### config.mk
export PLATFORM = sky130hd
export DESIGN_NAME = axis_homing_sequencer
export DESIGN_NICKNAME = d
export VERILOG_FILES = /design/src/hom_pkg.sv /design/src/axis_homing_sequencer.sv /design/src/hom_cfg.sv /design/src/hom_step.sv
export SDC_FILE = /design/constraint.sdc
export NUM_CORES = 2
export LEC_CHECK = 0
export BUFFER_PORTS_ARGS = -buffer_cell sky130_fd_sc_hd__buf_2
export CORE_ASPECT_RATIO = 0.5
export CORE_UTILIZATION = 60
export CTS_CLUSTER_SIZE = 40
export DETAILED_ROUTE_END_ITERATION = 10
export PLACE_DENSITY_LB_ADDON = 0.12
export SLEW_MARGIN = 20
export SYNTH_ARGS = -nofsm -noshare
export SYNTH_HDL_FRONTEND = slang
export SYNTH_HIERARCHICAL = 1
export SYNTH_SLANG_ARGS = --single-unit
### constraint.sdc
create_clock -name aclk -period 14.6 [get_ports aclk]
set_clock_uncertainty 0.2 [all_clocks]
set_input_delay 0.73 -clock aclk [delete_from_list [all_inputs] [get_ports aclk]]
set_output_delay 0.73 -clock aclk [all_outputs]
set_load 0.05 [all_outputs]
### src/hom_pkg.sv
package hom_pkg;

    // Position word width; computed targets saturate to this signed range
    localparam int POSITION_BITS = 32;

    // Field widths
    localparam int TIME_W     = 32;
    localparam int SPEED_W    = 20;
    localparam int DISTCFG_W  = 24;
    localparam int VEL_W      = SPEED_W + 1;
    localparam int OUT_POS_W  = 32;
    localparam int IN_POS_W   = 32;
    localparam int CFG_DATA_W = 32;
    localparam int CFG_IDX_W  = 3;

    // Release travel limit is 4 * backoff + extra, so two more bits and a carry
    localparam int REL_W  = DISTCFG_W + 3;
    localparam int DIST_W = (POSITION_BITS + 1 > REL_W) ? POSITION_BITS + 1 : REL_W;

    localparam int TOL_UM           = 50;
    localparam int RELEASE_EXTRA_UM = 1000;

    // Stream payload widths; the tdata words are padded to whole bytes
    localparam int S_TDATA_W = 72;
    localparam int M_TDATA_W = 64;
    localparam int M_TUSER_W = 2;

    typedef logic signed [POSITION_BITS-1:0] pos_t;
    typedef logic signed [VEL_W-1:0]         vel_t;
    typedef logic [DIST_W-1:0]               dist_t;

    typedef enum logic [3:0] {
        PH_IDLE       = 4'd0,
        PH_CHECK      = 4'd1,
        PH_RELEASE    = 4'd2,
        PH_SEEK_FAST  = 4'd3,
        PH_BRAKE_FAST = 4'd4,
        PH_BACKOFF    = 4'd5,
        PH_SEEK_SLOW  = 4'd6,
        PH_BRAKE_SLOW = 4'd7,
        PH_SET_ZERO   = 4'd8,
        PH_TO_OFFSET  = 4'd9,
        PH_READY      = 4'd10,
        PH_FAULT      = 4'd11
    } phase_t;

    typedef enum logic [2:0] {
        FLT_NONE         = 3'd0,
        FLT_TIMEOUT      = 3'd1,
        FLT_NOT_RELEASED = 3'd2,
        FLT_MAX_DIST     = 3'd3,
        FLT_NEVER        = 3'd4
    } fault_t;

    typedef enum logic [1:0] {
        MK_STOP    = 2'd0,
        MK_VEL     = 2'd1,
        MK_MOVE_TO = 2'd2
    } move_kind_t;

    typedef enum logic [CFG_IDX_W-1:0] {
        CFG_SEEK_NEGATIVE     = 3'd0,
        CFG_FAST_SPEED        = 3'd1,
        CFG_SLOW_SPEED        = 3'd2,
        CFG_BACKOFF           = 3'd3,
        CFG_MAX_SEARCH        = 3'd4,
        CFG_REST_OFFSET       = 3'd5,
        CFG_TIMEOUT           = 3'd6,
        CFG_SENSOR_ACTIVE_LOW = 3'd7
    } cfg_index_t;

    // Register defaults
    localparam logic [SPEED_W-1:0]   FAST_SPEED_RST  = SPEED_W'(20000);
    localparam logic [SPEED_W-1:0]   SLOW_SPEED_RST  = SPEED_W'(2000);
    localparam logic [DISTCFG_W-1:0] BACKOFF_RST     = DISTCFG_W'(3000);
    localparam logic [DISTCFG_W-1:0] MAX_SEARCH_RST  = DISTCFG_W'(500000);
    localparam logic [DISTCFG_W-1:0] REST_OFFSET_RST = DISTCFG_W'(1000);
    localparam logic [TIME_W-1:0]    TIMEOUT_RST     = TIME_W'(30000);

    typedef struct packed {
        logic                 seek_negative;
        logic [SPEED_W-1:0]   fast_speed_um_s;
        logic [SPEED_W-1:0]   slow_speed_um_s;
        logic [DISTCFG_W-1:0] backoff_um;
        logic [DISTCFG_W-1:0] max_search_um;
        logic [DISTCFG_W-1:0] rest_offset_um;
        logic [TIME_W-1:0]    timeout_ms;
        logic                 sensor_active_low;
    } cfg_t;

    typedef struct packed {
        logic                       command;
        logic [TIME_W-1:0]          time_ms;
        logic                       sensor_raw;
        logic signed [IN_POS_W-1:0] axis_position_um;
        logic                       motor_moving;
    } item_t;

    typedef struct packed {
        move_kind_t                  move_kind;
        vel_t                        velocity_um_s;
        logic signed [OUT_POS_W-1:0] target_um;
        phase_t                      phase;
        fault_t                      fault_code;
    } result_t;

    typedef struct packed {
        phase_t            phase;
        fault_t            fault;
        logic [TIME_W-1:0] start_time;
        pos_t              start_position;
        pos_t              trigger_position;
        pos_t              backoff_target;
        pos_t              zero_position;
        pos_t              offset_target;
    } hstate_t;

endpackage

### src/axis_homing_sequencer.sv
// A request is captured in the input register, stepped and its result captured in the result register.
// One request per cycle while the result slot is free (a start request needs none), through the single
// step stage that sits between the input register and the result register.
// A start request updates the sequence and produces no result.
// Reset: synchronous, active-low aresetn; sequence goes idle with no fault, the
// configuration registers take their defaults, payload registers are not cleared.
module axis_homing_sequencer
    import hom_pkg::*;
(
    input  logic                  aclk,
    input  logic                  aresetn,
    // Request channel
    input  logic                  s_tvalid,
    output logic                  s_tready,
    // time_ms[31:0], sensor_raw[32], axis_position_um[64:33], motor_moving[65], zero[71:66]
    input  logic [S_TDATA_W-1:0]  s_tdata,
    // command[0]
    input  logic                  s_tuser,
    // Result channel
    output logic                  m_tvalid,
    input  logic                  m_tready,
    // velocity_um_s[20:0], target_um[52:21], phase[56:53], fault_code[59:57], zero[63:60]
    output logic [M_TDATA_W-1:0]  m_tdata,
    // move_kind[1:0]
    output logic [M_TUSER_W-1:0]  m_tuser,
    // Configuration write port
    input  logic                  cfg_wr_en,
    input  logic [CFG_IDX_W-1:0]  cfg_addr,
    input  logic [CFG_DATA_W-1:0] cfg_wdata
);

    cfg_t    cfg;
    item_t   in_item_reg;
    logic    in_valid_reg;
    logic    in_valid_next;
    hstate_t st_reg;
    hstate_t st_next;
    result_t step_res;
    logic    step_emit;
    result_t out_reg;
    logic    out_valid_reg;
    logic    out_valid_next;
    logic    out_free;
    logic    fire;
    logic    s_fire;

    hom_cfg u_cfg (
        .aclk      (aclk),
        .aresetn   (aresetn),
        .cfg_wr_en (cfg_wr_en),
        .cfg_addr  (cfg_index_t'(cfg_addr)),
        .cfg_wdata (cfg_wdata),
        .cfg       (cfg)
    );

    hom_step u_step (
        .cfg     (cfg),
        .st      (st_reg),
        .item    (in_item_reg),
        .st_next (st_next),
        .res     (step_res),
        .emit    (step_emit)
    );

    // A start request needs no result slot; an update needs a free one
    assign out_free = !out_valid_reg || m_tready;
    assign fire     = in_valid_reg && (in_item_reg.command || out_free);
    assign s_tready = !in_valid_reg || fire;
    assign s_fire   = s_tvalid && s_tready;

    always_comb begin
        in_valid_next = in_valid_reg;
        if (s_fire) begin
            in_valid_next = 1'b1;
        end else if (fire) begin
            in_valid_next = 1'b0;
        end
    end

    always_comb begin
        out_valid_next = out_valid_reg && !m_tready;
        if (fire && step_emit) begin
            out_valid_next = 1'b1;
        end
    end

    // Control registers
    always_ff @(posedge aclk) begin
        if (!aresetn) begin
            in_valid_reg            <= 1'b0;
            out_valid_reg           <= 1'b0;
            st_reg.phase            <= PH_IDLE;
            st_reg.fault            <= FLT_NONE;
            st_reg.start_time       <= '0;
            st_reg.start_position   <= '0;
            st_reg.trigger_position <= '0;
            st_reg.backoff_target   <= '0;
            st_reg.zero_position    <= '0;
            st_reg.offset_target    <= '0;
        end else begin
            in_valid_reg  <= in_valid_next;
            out_valid_reg <= out_valid_next;
            if (fire) begin
                st_reg <= st_next;
            end
        end
    end

    // Capture the request and the result
    always_ff @(posedge aclk) begin
        if (s_fire) begin
            in_item_reg.command          <= s_tuser;
            in_item_reg.time_ms          <= s_tdata[31:0];
            in_item_reg.sensor_raw       <= s_tdata[32];
            in_item_reg.axis_position_um <= s_tdata[64:33];
            in_item_reg.motor_moving     <= s_tdata[65];
        end
        if (fire && step_emit) begin
            out_reg <= step_res;
        end
    end

    assign m_tvalid = out_valid_reg;
    assign m_tuser  = out_reg.move_kind;
    assign m_tdata  = {4'b0000, out_reg.fault_code, out_reg.phase,
                       out_reg.target_um, out_reg.velocity_um_s};

`ifndef ASSERT_OFF
    // A start request always goes through and arms the sequence
    a_start_arms: assert property (@(posedge aclk) disable iff (!aresetn)
        (in_valid_reg && in_item_reg.command) |=>
            (st_reg.phase == PH_CHECK && st_reg.fault == FLT_NONE))
        else $error("start request did not arm the sequence");

    // Fault phase and a fault code go together
    a_fault_consistent: assert property (@(posedge aclk) disable iff (!aresetn)
        (st_reg.phase == PH_FAULT) == (st_reg.fault != FLT_NONE))
        else $error("fault phase and fault code disagree");

    // State moves only when a request is processed
    a_state_holds: assert property (@(posedge aclk) disable iff (!aresetn)
        !fire |=> (st_reg == $past(st_reg)))
        else $error("sequence state changed without a request");

    // Only velocity commands carry a velocity
    a_vel_only_for_vel: assert property (@(posedge aclk) disable iff (!aresetn)
        (out_valid_reg && out_reg.move_kind != MK_VEL) |-> (out_reg.velocity_um_s == '0))
        else $error("velocity set on a non-velocity command");
`endif

endmodule

### src/hom_cfg.sv
module hom_cfg
    import hom_pkg::*;
(
    input  logic                  aclk,
    input  logic                  aresetn,
    input  logic                  cfg_wr_en,
    input  cfg_index_t            cfg_addr,
    input  logic [CFG_DATA_W-1:0] cfg_wdata,
    output cfg_t                  cfg
);

    cfg_t cfg_reg;
    cfg_t cfg_next;

    // Decode the write into the addressed register
    always_comb begin
        cfg_next = cfg_reg;
        if (cfg_wr_en) begin
            case (cfg_addr)
                CFG_SEEK_NEGATIVE:     cfg_next.seek_negative     = cfg_wdata[0];
                CFG_FAST_SPEED:        cfg_next.fast_speed_um_s   = cfg_wdata[SPEED_W-1:0];
                CFG_SLOW_SPEED:        cfg_next.slow_speed_um_s   = cfg_wdata[SPEED_W-1:0];
                CFG_BACKOFF:           cfg_next.backoff_um        = cfg_wdata[DISTCFG_W-1:0];
                CFG_MAX_SEARCH:        cfg_next.max_search_um     = cfg_wdata[DISTCFG_W-1:0];
                CFG_REST_OFFSET:       cfg_next.rest_offset_um    = cfg_wdata[DISTCFG_W-1:0];
                CFG_TIMEOUT:           cfg_next.timeout_ms        = cfg_wdata[TIME_W-1:0];
                CFG_SENSOR_ACTIVE_LOW: cfg_next.sensor_active_low = cfg_wdata[0];
                default:               cfg_next = cfg_reg;
            endcase
        end
    end

    always_ff @(posedge aclk) begin
        if (!aresetn) begin
            cfg_reg.seek_negative     <= 1'b0;
            cfg_reg.fast_speed_um_s   <= FAST_SPEED_RST;
            cfg_reg.slow_speed_um_s   <= SLOW_SPEED_RST;
            cfg_reg.backoff_um        <= BACKOFF_RST;
            cfg_reg.max_search_um     <= MAX_SEARCH_RST;
            cfg_reg.rest_offset_um    <= REST_OFFSET_RST;
            cfg_reg.timeout_ms        <= TIMEOUT_RST;
            cfg_reg.sensor_active_low <= 1'b0;
        end else begin
            cfg_reg <= cfg_next;
        end
    end

    assign cfg = cfg_reg;

endmodule

### src/hom_step.sv
module hom_step
    import hom_pkg::*;
(
    input  cfg_t    cfg,
    input  hstate_t st,
    input  item_t   item,
    output hstate_t st_next,
    output result_t res,
    output logic    emit
);

    // Signed velocity from a speed magnitude, negated on request
    function automatic vel_t speed_vel(input logic [SPEED_W-1:0] speed, input logic neg);
        logic [VEL_W-1:0] v;
        v = {1'b0, speed};
        return neg ? vel_t'(-v) : vel_t'(v);
    endfunction

    // Absolute distance between two positions
    function automatic dist_t dist_of(input pos_t a, input pos_t b);
        logic signed [POSITION_BITS:0] d;
        logic [POSITION_BITS:0]        m;
        d = {a[POSITION_BITS-1], a} - {b[POSITION_BITS-1], b};
        m = d[POSITION_BITS] ? -d : d;
        return DIST_W'(m);
    endfunction

    // base +/- mag, saturated to the signed position range
    function automatic pos_t offset_sat(input pos_t base, input logic [DISTCFG_W-1:0] mag,
                                        input logic add);
        logic [POSITION_BITS:0] ext;
        logic [POSITION_BITS:0] magw;
        logic [POSITION_BITS:0] w;
        ext  = {base[POSITION_BITS-1], base};
        magw = (POSITION_BITS + 1)'(mag);
        w    = add ? ext + magw : ext - magw;
        if (w[POSITION_BITS] != w[POSITION_BITS-1]) begin
            return w[POSITION_BITS] ? pos_t'({1'b1, {(POSITION_BITS-1){1'b0}}})
                                    : pos_t'({1'b0, {(POSITION_BITS-1){1'b1}}});
        end
        return pos_t'(w[POSITION_BITS-1:0]);
    endfunction

    // Low 32 bits of a position, sign-extended first where it is narrower
    function automatic logic signed [OUT_POS_W-1:0] to_out(input pos_t p);
        logic signed [63:0] e;
        e = 64'(p);
        return e[OUT_POS_W-1:0];
    endfunction

    logic              sensor;
    pos_t              pos;
    logic [TIME_W-1:0] elapsed;
    logic              timed_out;
    vel_t              vel_fast_fwd;
    vel_t              vel_slow_fwd;
    vel_t              vel_slow_rev;
    dist_t             d_start;
    dist_t             d_backoff;
    dist_t             d_offset;
    dist_t             rel_limit;
    dist_t             max_dist;
    pos_t              backoff_tgt;
    pos_t              rest_tgt;
    logic              fail;
    fault_t            fail_code;
    move_kind_t        kind;
    vel_t              vel;
    pos_t              tgt;

    // Shared measurements for every phase
    always_comb begin
        sensor       = item.sensor_raw ^ cfg.sensor_active_low;
        pos          = pos_t'(item.axis_position_um);
        elapsed      = item.time_ms - st.start_time;
        timed_out    = elapsed > cfg.timeout_ms;
        vel_fast_fwd = speed_vel(cfg.fast_speed_um_s, cfg.seek_negative);
        vel_slow_fwd = speed_vel(cfg.slow_speed_um_s, cfg.seek_negative);
        vel_slow_rev = speed_vel(cfg.slow_speed_um_s, !cfg.seek_negative);
        d_start      = dist_of(pos, st.start_position);
        d_backoff    = dist_of(pos, st.backoff_target);
        d_offset     = dist_of(pos, st.offset_target);
        rel_limit    = DIST_W'({cfg.backoff_um, 2'b00}) + DIST_W'(RELEASE_EXTRA_UM);
        max_dist     = DIST_W'(cfg.max_search_um);
        // Move away from the sensor: add when seeking toward negative
        backoff_tgt  = offset_sat(st.trigger_position, cfg.backoff_um, cfg.seek_negative);
        rest_tgt     = offset_sat(st.zero_position, cfg.rest_offset_um, cfg.seek_negative);
    end

    // Step the sequence by one request
    always_comb begin
        st_next   = st;
        kind      = MK_STOP;
        vel       = '0;
        tgt       = '0;
        emit      = 1'b1;
        fail      = 1'b0;
        fail_code = FLT_NONE;

        if (item.command) begin
            // Restart: arm the sequence, no command out
            st_next.phase          = PH_CHECK;
            st_next.fault          = FLT_NONE;
            st_next.start_time     = item.time_ms;
            st_next.start_position = '0;
            emit                   = 1'b0;
        end else begin
            case (st.phase)
                PH_CHECK: begin
                    st_next.start_position = pos;
                    kind = MK_VEL;
                    if (sensor) begin
                        st_next.phase = PH_RELEASE;
                        vel = vel_slow_rev;
                    end else begin
                        st_next.phase = PH_SEEK_FAST;
                        vel = vel_fast_fwd;
                    end
                end
                PH_RELEASE: begin
                    if (timed_out) begin
                        fail = 1'b1;
                        fail_code = FLT_TIMEOUT;
                    end else if (d_start > rel_limit) begin
                        fail = 1'b1;
                        fail_code = FLT_NOT_RELEASED;
                    end else if (!sensor) begin
                        st_next.trigger_position = pos;
                        st_next.phase = PH_BRAKE_FAST;
                    end else begin
                        kind = MK_VEL;
                        vel  = vel_slow_rev;
                    end
                end
                PH_SEEK_FAST: begin
                    if (timed_out) begin
                        fail = 1'b1;
                        fail_code = FLT_TIMEOUT;
                    end else if (d_start > max_dist) begin
                        fail = 1'b1;
                        fail_code = FLT_MAX_DIST;
                    end else if (sensor) begin
                        st_next.trigger_position = pos;
                        st_next.phase = PH_BRAKE_FAST;
                    end else begin
                        kind = MK_VEL;
                        vel  = vel_fast_fwd;
                    end
                end
                PH_BRAKE_FAST: begin
                    if (timed_out) begin
                        fail = 1'b1;
                        fail_code = FLT_TIMEOUT;
                    end else if (!item.motor_moving) begin
                        st_next.backoff_target = backoff_tgt;
                        st_next.phase = PH_BACKOFF;
                        kind = MK_MOVE_TO;
                        tgt  = backoff_tgt;
                    end
                end
                PH_BACKOFF: begin
                    if (timed_out) begin
                        fail = 1'b1;
                        fail_code = FLT_TIMEOUT;
                    end else if (d_backoff < DIST_W'(TOL_UM) && !item.motor_moving) begin
                        if (sensor) begin
                            fail = 1'b1;
                            fail_code = FLT_NOT_RELEASED;
                        end else begin
                            st_next.phase = PH_SEEK_SLOW;
                            kind = MK_VEL;
                            vel  = vel_slow_fwd;
                        end
                    end else begin
                        kind = MK_MOVE_TO;
                        tgt  = st.backoff_target;
                    end
                end
                PH_SEEK_SLOW: begin
                    if (timed_out) begin
                        fail = 1'b1;
                        fail_code = FLT_TIMEOUT;
                    end else if (d_start > max_dist) begin
                        fail = 1'b1;
                        fail_code = FLT_NEVER;
                    end else if (sensor) begin
                        st_next.zero_position = pos;
                        st_next.phase = PH_BRAKE_SLOW;
                    end else begin
                        kind = MK_VEL;
                        vel  = vel_slow_fwd;
                    end
                end
                PH_BRAKE_SLOW: begin
                    if (timed_out) begin
                        fail = 1'b1;
                        fail_code = FLT_TIMEOUT;
                    end else if (!item.motor_moving) begin
                        st_next.phase = PH_SET_ZERO;
                    end
                end
                PH_SET_ZERO: begin
                    st_next.offset_target = rest_tgt;
                    st_next.phase = PH_TO_OFFSET;
                    kind = MK_MOVE_TO;
                    tgt  = rest_tgt;
                end
                PH_TO_OFFSET: begin
                    if (timed_out) begin
                        fail = 1'b1;
                        fail_code = FLT_TIMEOUT;
                    end else if (d_offset < DIST_W'(TOL_UM) && !item.motor_moving) begin
                        st_next.phase = PH_READY;
                    end else begin
                        kind = MK_MOVE_TO;
                        tgt  = st.offset_target;
                    end
                end
                // Idle, ready, fault and unused codes: hold and stop
                default: begin
                    kind = MK_STOP;
                end
            endcase
        end

        // Drop into the fault phase with a stop command
        if (fail) begin
            st_next.phase = PH_FAULT;
            st_next.fault = fail_code;
            kind = MK_STOP;
            vel  = '0;
            tgt  = '0;
        end

        res.move_kind     = kind;
        res.velocity_um_s = vel;
        res.target_um     = to_out(tgt);
        res.phase         = st_next.phase;
        res.fault_code    = st_next.fault;
    end

endmodule
==> results.json <==
{
  "rrSetupSlack_ns": 5.04,
  "place_ws_ns": 5.35,
  "syn2layout_area_growth_pct": 5.85,
  "drive_gt1_share_pct": 8.56,
  "synth-edff-count": 129,
  "multi_input_area_sq_mm": 0.0281,
  "largest_register_ffs": 199,
  "reg2reg_to": "m_tdata[9]",
  "synth.distinct_cells": 117,
  "relSlewSlack_pct": 20.6,
  "netlist_instances": 5294,
  "max_stage_delay_ns": 0.93,
  "antenna_found_initial": 11,
  "final_antenna_net_count": 0,
  "grt_pass1_vias": 36500,
  "clock-sinks": 476,
  "start_util_pct": 61.5,
  "power.sequential.fraction_pct": 39.7,
  "synthArstFlopShare_pct": 0,
  "grt_max_degree": 244,
  "cts_resized": 0,
  "nets": 5677,
  "slowest_stage": "nand3_1",
  "p_comb_share_pct": 23.3,
  "htree_levels": 2,
  "crit_start": "in_item_reg[1]",
  "cts_buffers": 48,
  "crit_end": "m_tdata[9]",
  "p_leak_nw": 17.2,
  "crit_type": "flip-flop to flip-flop",
  "clkLatencyLatePin_ns": 0.65,
  "drt-total-wl_microns": 132000,
  "status": "complete, no violations",
  "grt-ovfl-total": 0,
  "io_buffers": 170,
  "maxCapViolations": 0,
  "power_density_mw_per_mm2": 80.4,
  "endpoint_kind": "flip-flop",
  "die_x_microns": 375,
  "yosys.cell_count.top_type": "nand2_1",
  "die_h_microns": 188,
  "seq_area_sq_mm": 0.0108,
  "ys_top_cells_by_area": "dfxtp_1 (17%), edfxtp_1 (9.3%), mux2i_1 (8.6%)",
  "grt_first_pass_wirelength_microns": 202000,
  "crit_arrival_ns": 9.79,
  "final_cell_area_sq_mm": 0.0441,
  "synth_top_cells_by_count": "nand2_1 (866), a21oi_1 (363), mux2i_1 (356)",
  "p_sw_share_pct": 32.6,
  "power.internal_w": 0.00239,
  "dr.pass1.iters": 6,
  "ys_warn_count": 6,
  "clk_pin_slew_worst_paths_ns": 0.07,
  "place_inst": 6123,
  "cts_buffer_depth": 3,
  "synth_top_area_share_pct": 16.7,
  "synth_top_cell_by_area": "dfxtp_1",
  "pwr-share-clk_pct": 37.0,
  "utilization_pct": 65.0,
  "placementRows": 67,
  "peakVddDrop_uv": 96.8,
  "postCtsHoldBufs": 0,
  "cp_max_fo": 21,
  "core_area_sq_mm": 0.0678,
  "num_io_pins": 181,
  "hpwl_microns": 97100,
  "final_max_slew_viol_count": 0,
  "vias": 39900,
  "post_cts_buffers": 0,
  "worst_slew_pin_slew_ns": 1.18,
  "stdcell_count": 6217,
  "synth_flop_cell": "dfxtp_1",
  "required_ns": 14.83,
  "cts_tree": "yes",
  "fmax_mhz": 105,
  "drc_errors": 0,
  "drtIter0Drc": 4377,
  "fillCellCount": 6001,
  "grt_usage_pct": 35.8,
  "cpMostUsedCell": "a21oi_1",
  "gp_congestion": 0.959,
  "ys_ff_latch": 476,
  "fin_ws_ns": 5.04,
  "ff2ff_path_depth": 28,
  "hold-path-cell-count": 1,
  "finalCritPeriodShare_pct": 65.5,
  "critPathLaunchType": "flip-flop",
  "hold_viol_final": 0,
  "synth_seq_area_share_pct": 26.0,
  "dieArea_sq_mm": 0.0706,
  "synth.cell_area_sq_mm": 0.0417,
  "placed_area_sq_mm": 0.0425,
  "detail_route.wl_per_cell_microns": 21.2,
  "net-switching-power_w": 0.00116,
  "cts_root_buf": "clkbuf_16",
  "setup_viol": 0,
  "hold_class": "input port to flip-flop",
  "avgSynthCellArea_sq_um": 7.87,
  "rsz0062_at_grt": "false",
  "fin_setup_tns_ns": 0,
  "avgViaCountPerCell": 6.42,
  "worstReg2RegStart": "in_item_reg[1]",
  "period_needed_ns": 9.56
}
[layout make-up]
cell class | count | area share [%]
multi-input cells | 4235 | 63.7
flip-flops and latches | 476 | 24.5
repair buffers | 239 | 3.21
clock buffers | 62 | 3.00
well taps | 897 | 2.54
diodes | 5 | 0.0284
inverters | 277 | 2.36
clock inverters | 26 | 0.655
[worst max-delay path, delay by kind of cell (launching register included)]
kind	cells	cell delay (ns)
buf+inv	1	0.22
fa+ha+maj	3	1.00
compound gates	19	5.81
flops	1	0.45
simple gates	4	1.32
xor+xnor	1	0.28
[kinds of logic after synthesis]
logic type               Yosys count  synth area share (%)
multiplexers                     402                  9.79
AO/OA/AOI/OAI                   1318                  20.6
XOR/XNOR                         283                  5.98
other                              1               0.00900
AND/OR/NAND/NOR                 1941                  22.0
flip-flops                       476                  26.0
adder cells (fa/ha/maj)          287                  8.72
buffers and inverters            586                  6.88
[worst min-delay path by stage]
| stage | slack [ns] | to | start |
|---|---|---|---|
| after floorplan | 0.23 | u_cfg/cfg[117] | u_cfg/cfg[117] |
| after global placement | 0.24 | st_reg[175] | st_reg[175] |
| after detailed placement | 0.25 | st_reg[194] | st_reg[194] |
| after CTS | 0.03 | in_item_reg[62] | s_tdata[28] |
| after global routing | 0.04 | in_item_reg[65] | s_tdata[31] |
| final | 0.05 | in_item_reg[42] | s_tdata[8] |
[cell usage in the layout (no fill, tap or decap), types with 47 or more instances in the layout]
| cell | instances |
|---|---|
| a211oi_1 | 47 |
| a21o_1 | 124 |
| a21oi_1 | 362 |
| a31oi_1 | 83 |
| and3_1 | 51 |
| buf_2 | 169 |
| buf_4 | 66 |
| clkbuf_16 | 48 |
| dfxtp_1 | 346 |
| edfxtp_1 | 129 |
| ha_1 | 281 |
| inv_1 | 276 |
| mux2i_1 | 356 |
| nand2_1 | 866 |
| nand3_1 | 103 |
| nor2_1 | 343 |
| nor2b_1 | 98 |
| nor3_1 | 124 |
| o21ai_0 | 275 |
| or3_1 | 62 |
| xnor2_1 | 185 |
| xor2_1 | 96 |
[metal layers]
| metal | track usage, % | part of all wire, % | up-vias |
|---|---|---|---|
| met4 | 10.7 | 2.8 | 4 |
| met1 | 50.6 | 44 | 18900 |
| met3 | 5.98 | 10 | 231 |
| met5 | 0 | 0.017 | - |
| met2 | 56.0 | 43 | 1825 |
| li1 | - | - | 18900 |
[power by group through the flow]
stage          registers, W  clock network, W  logic [W]
6_report            0.00141           0.00131   0.000827
5_1_grt             0.00141           0.00138   0.000899
4_1_cts             0.00141           0.00132   0.000805
3_5_place_dp        0.00144                 0   0.000800
3_3_place_gp        0.00144                 0   0.000780
2_1_floorplan       0.00145                 0   0.000589
[stage by stage]
step	hold slack (ns)	power, W
6_report	0.0549	0.00355
5_1_grt	0.0373	0.00369
4_1_cts	0.0310	0.00354
3_5_place_dp	0.250	0.00224
3_3_place_gp	0.242	0.00222
2_1_floorplan	0.231	0.00203
(Power assumes the default switching activity.)
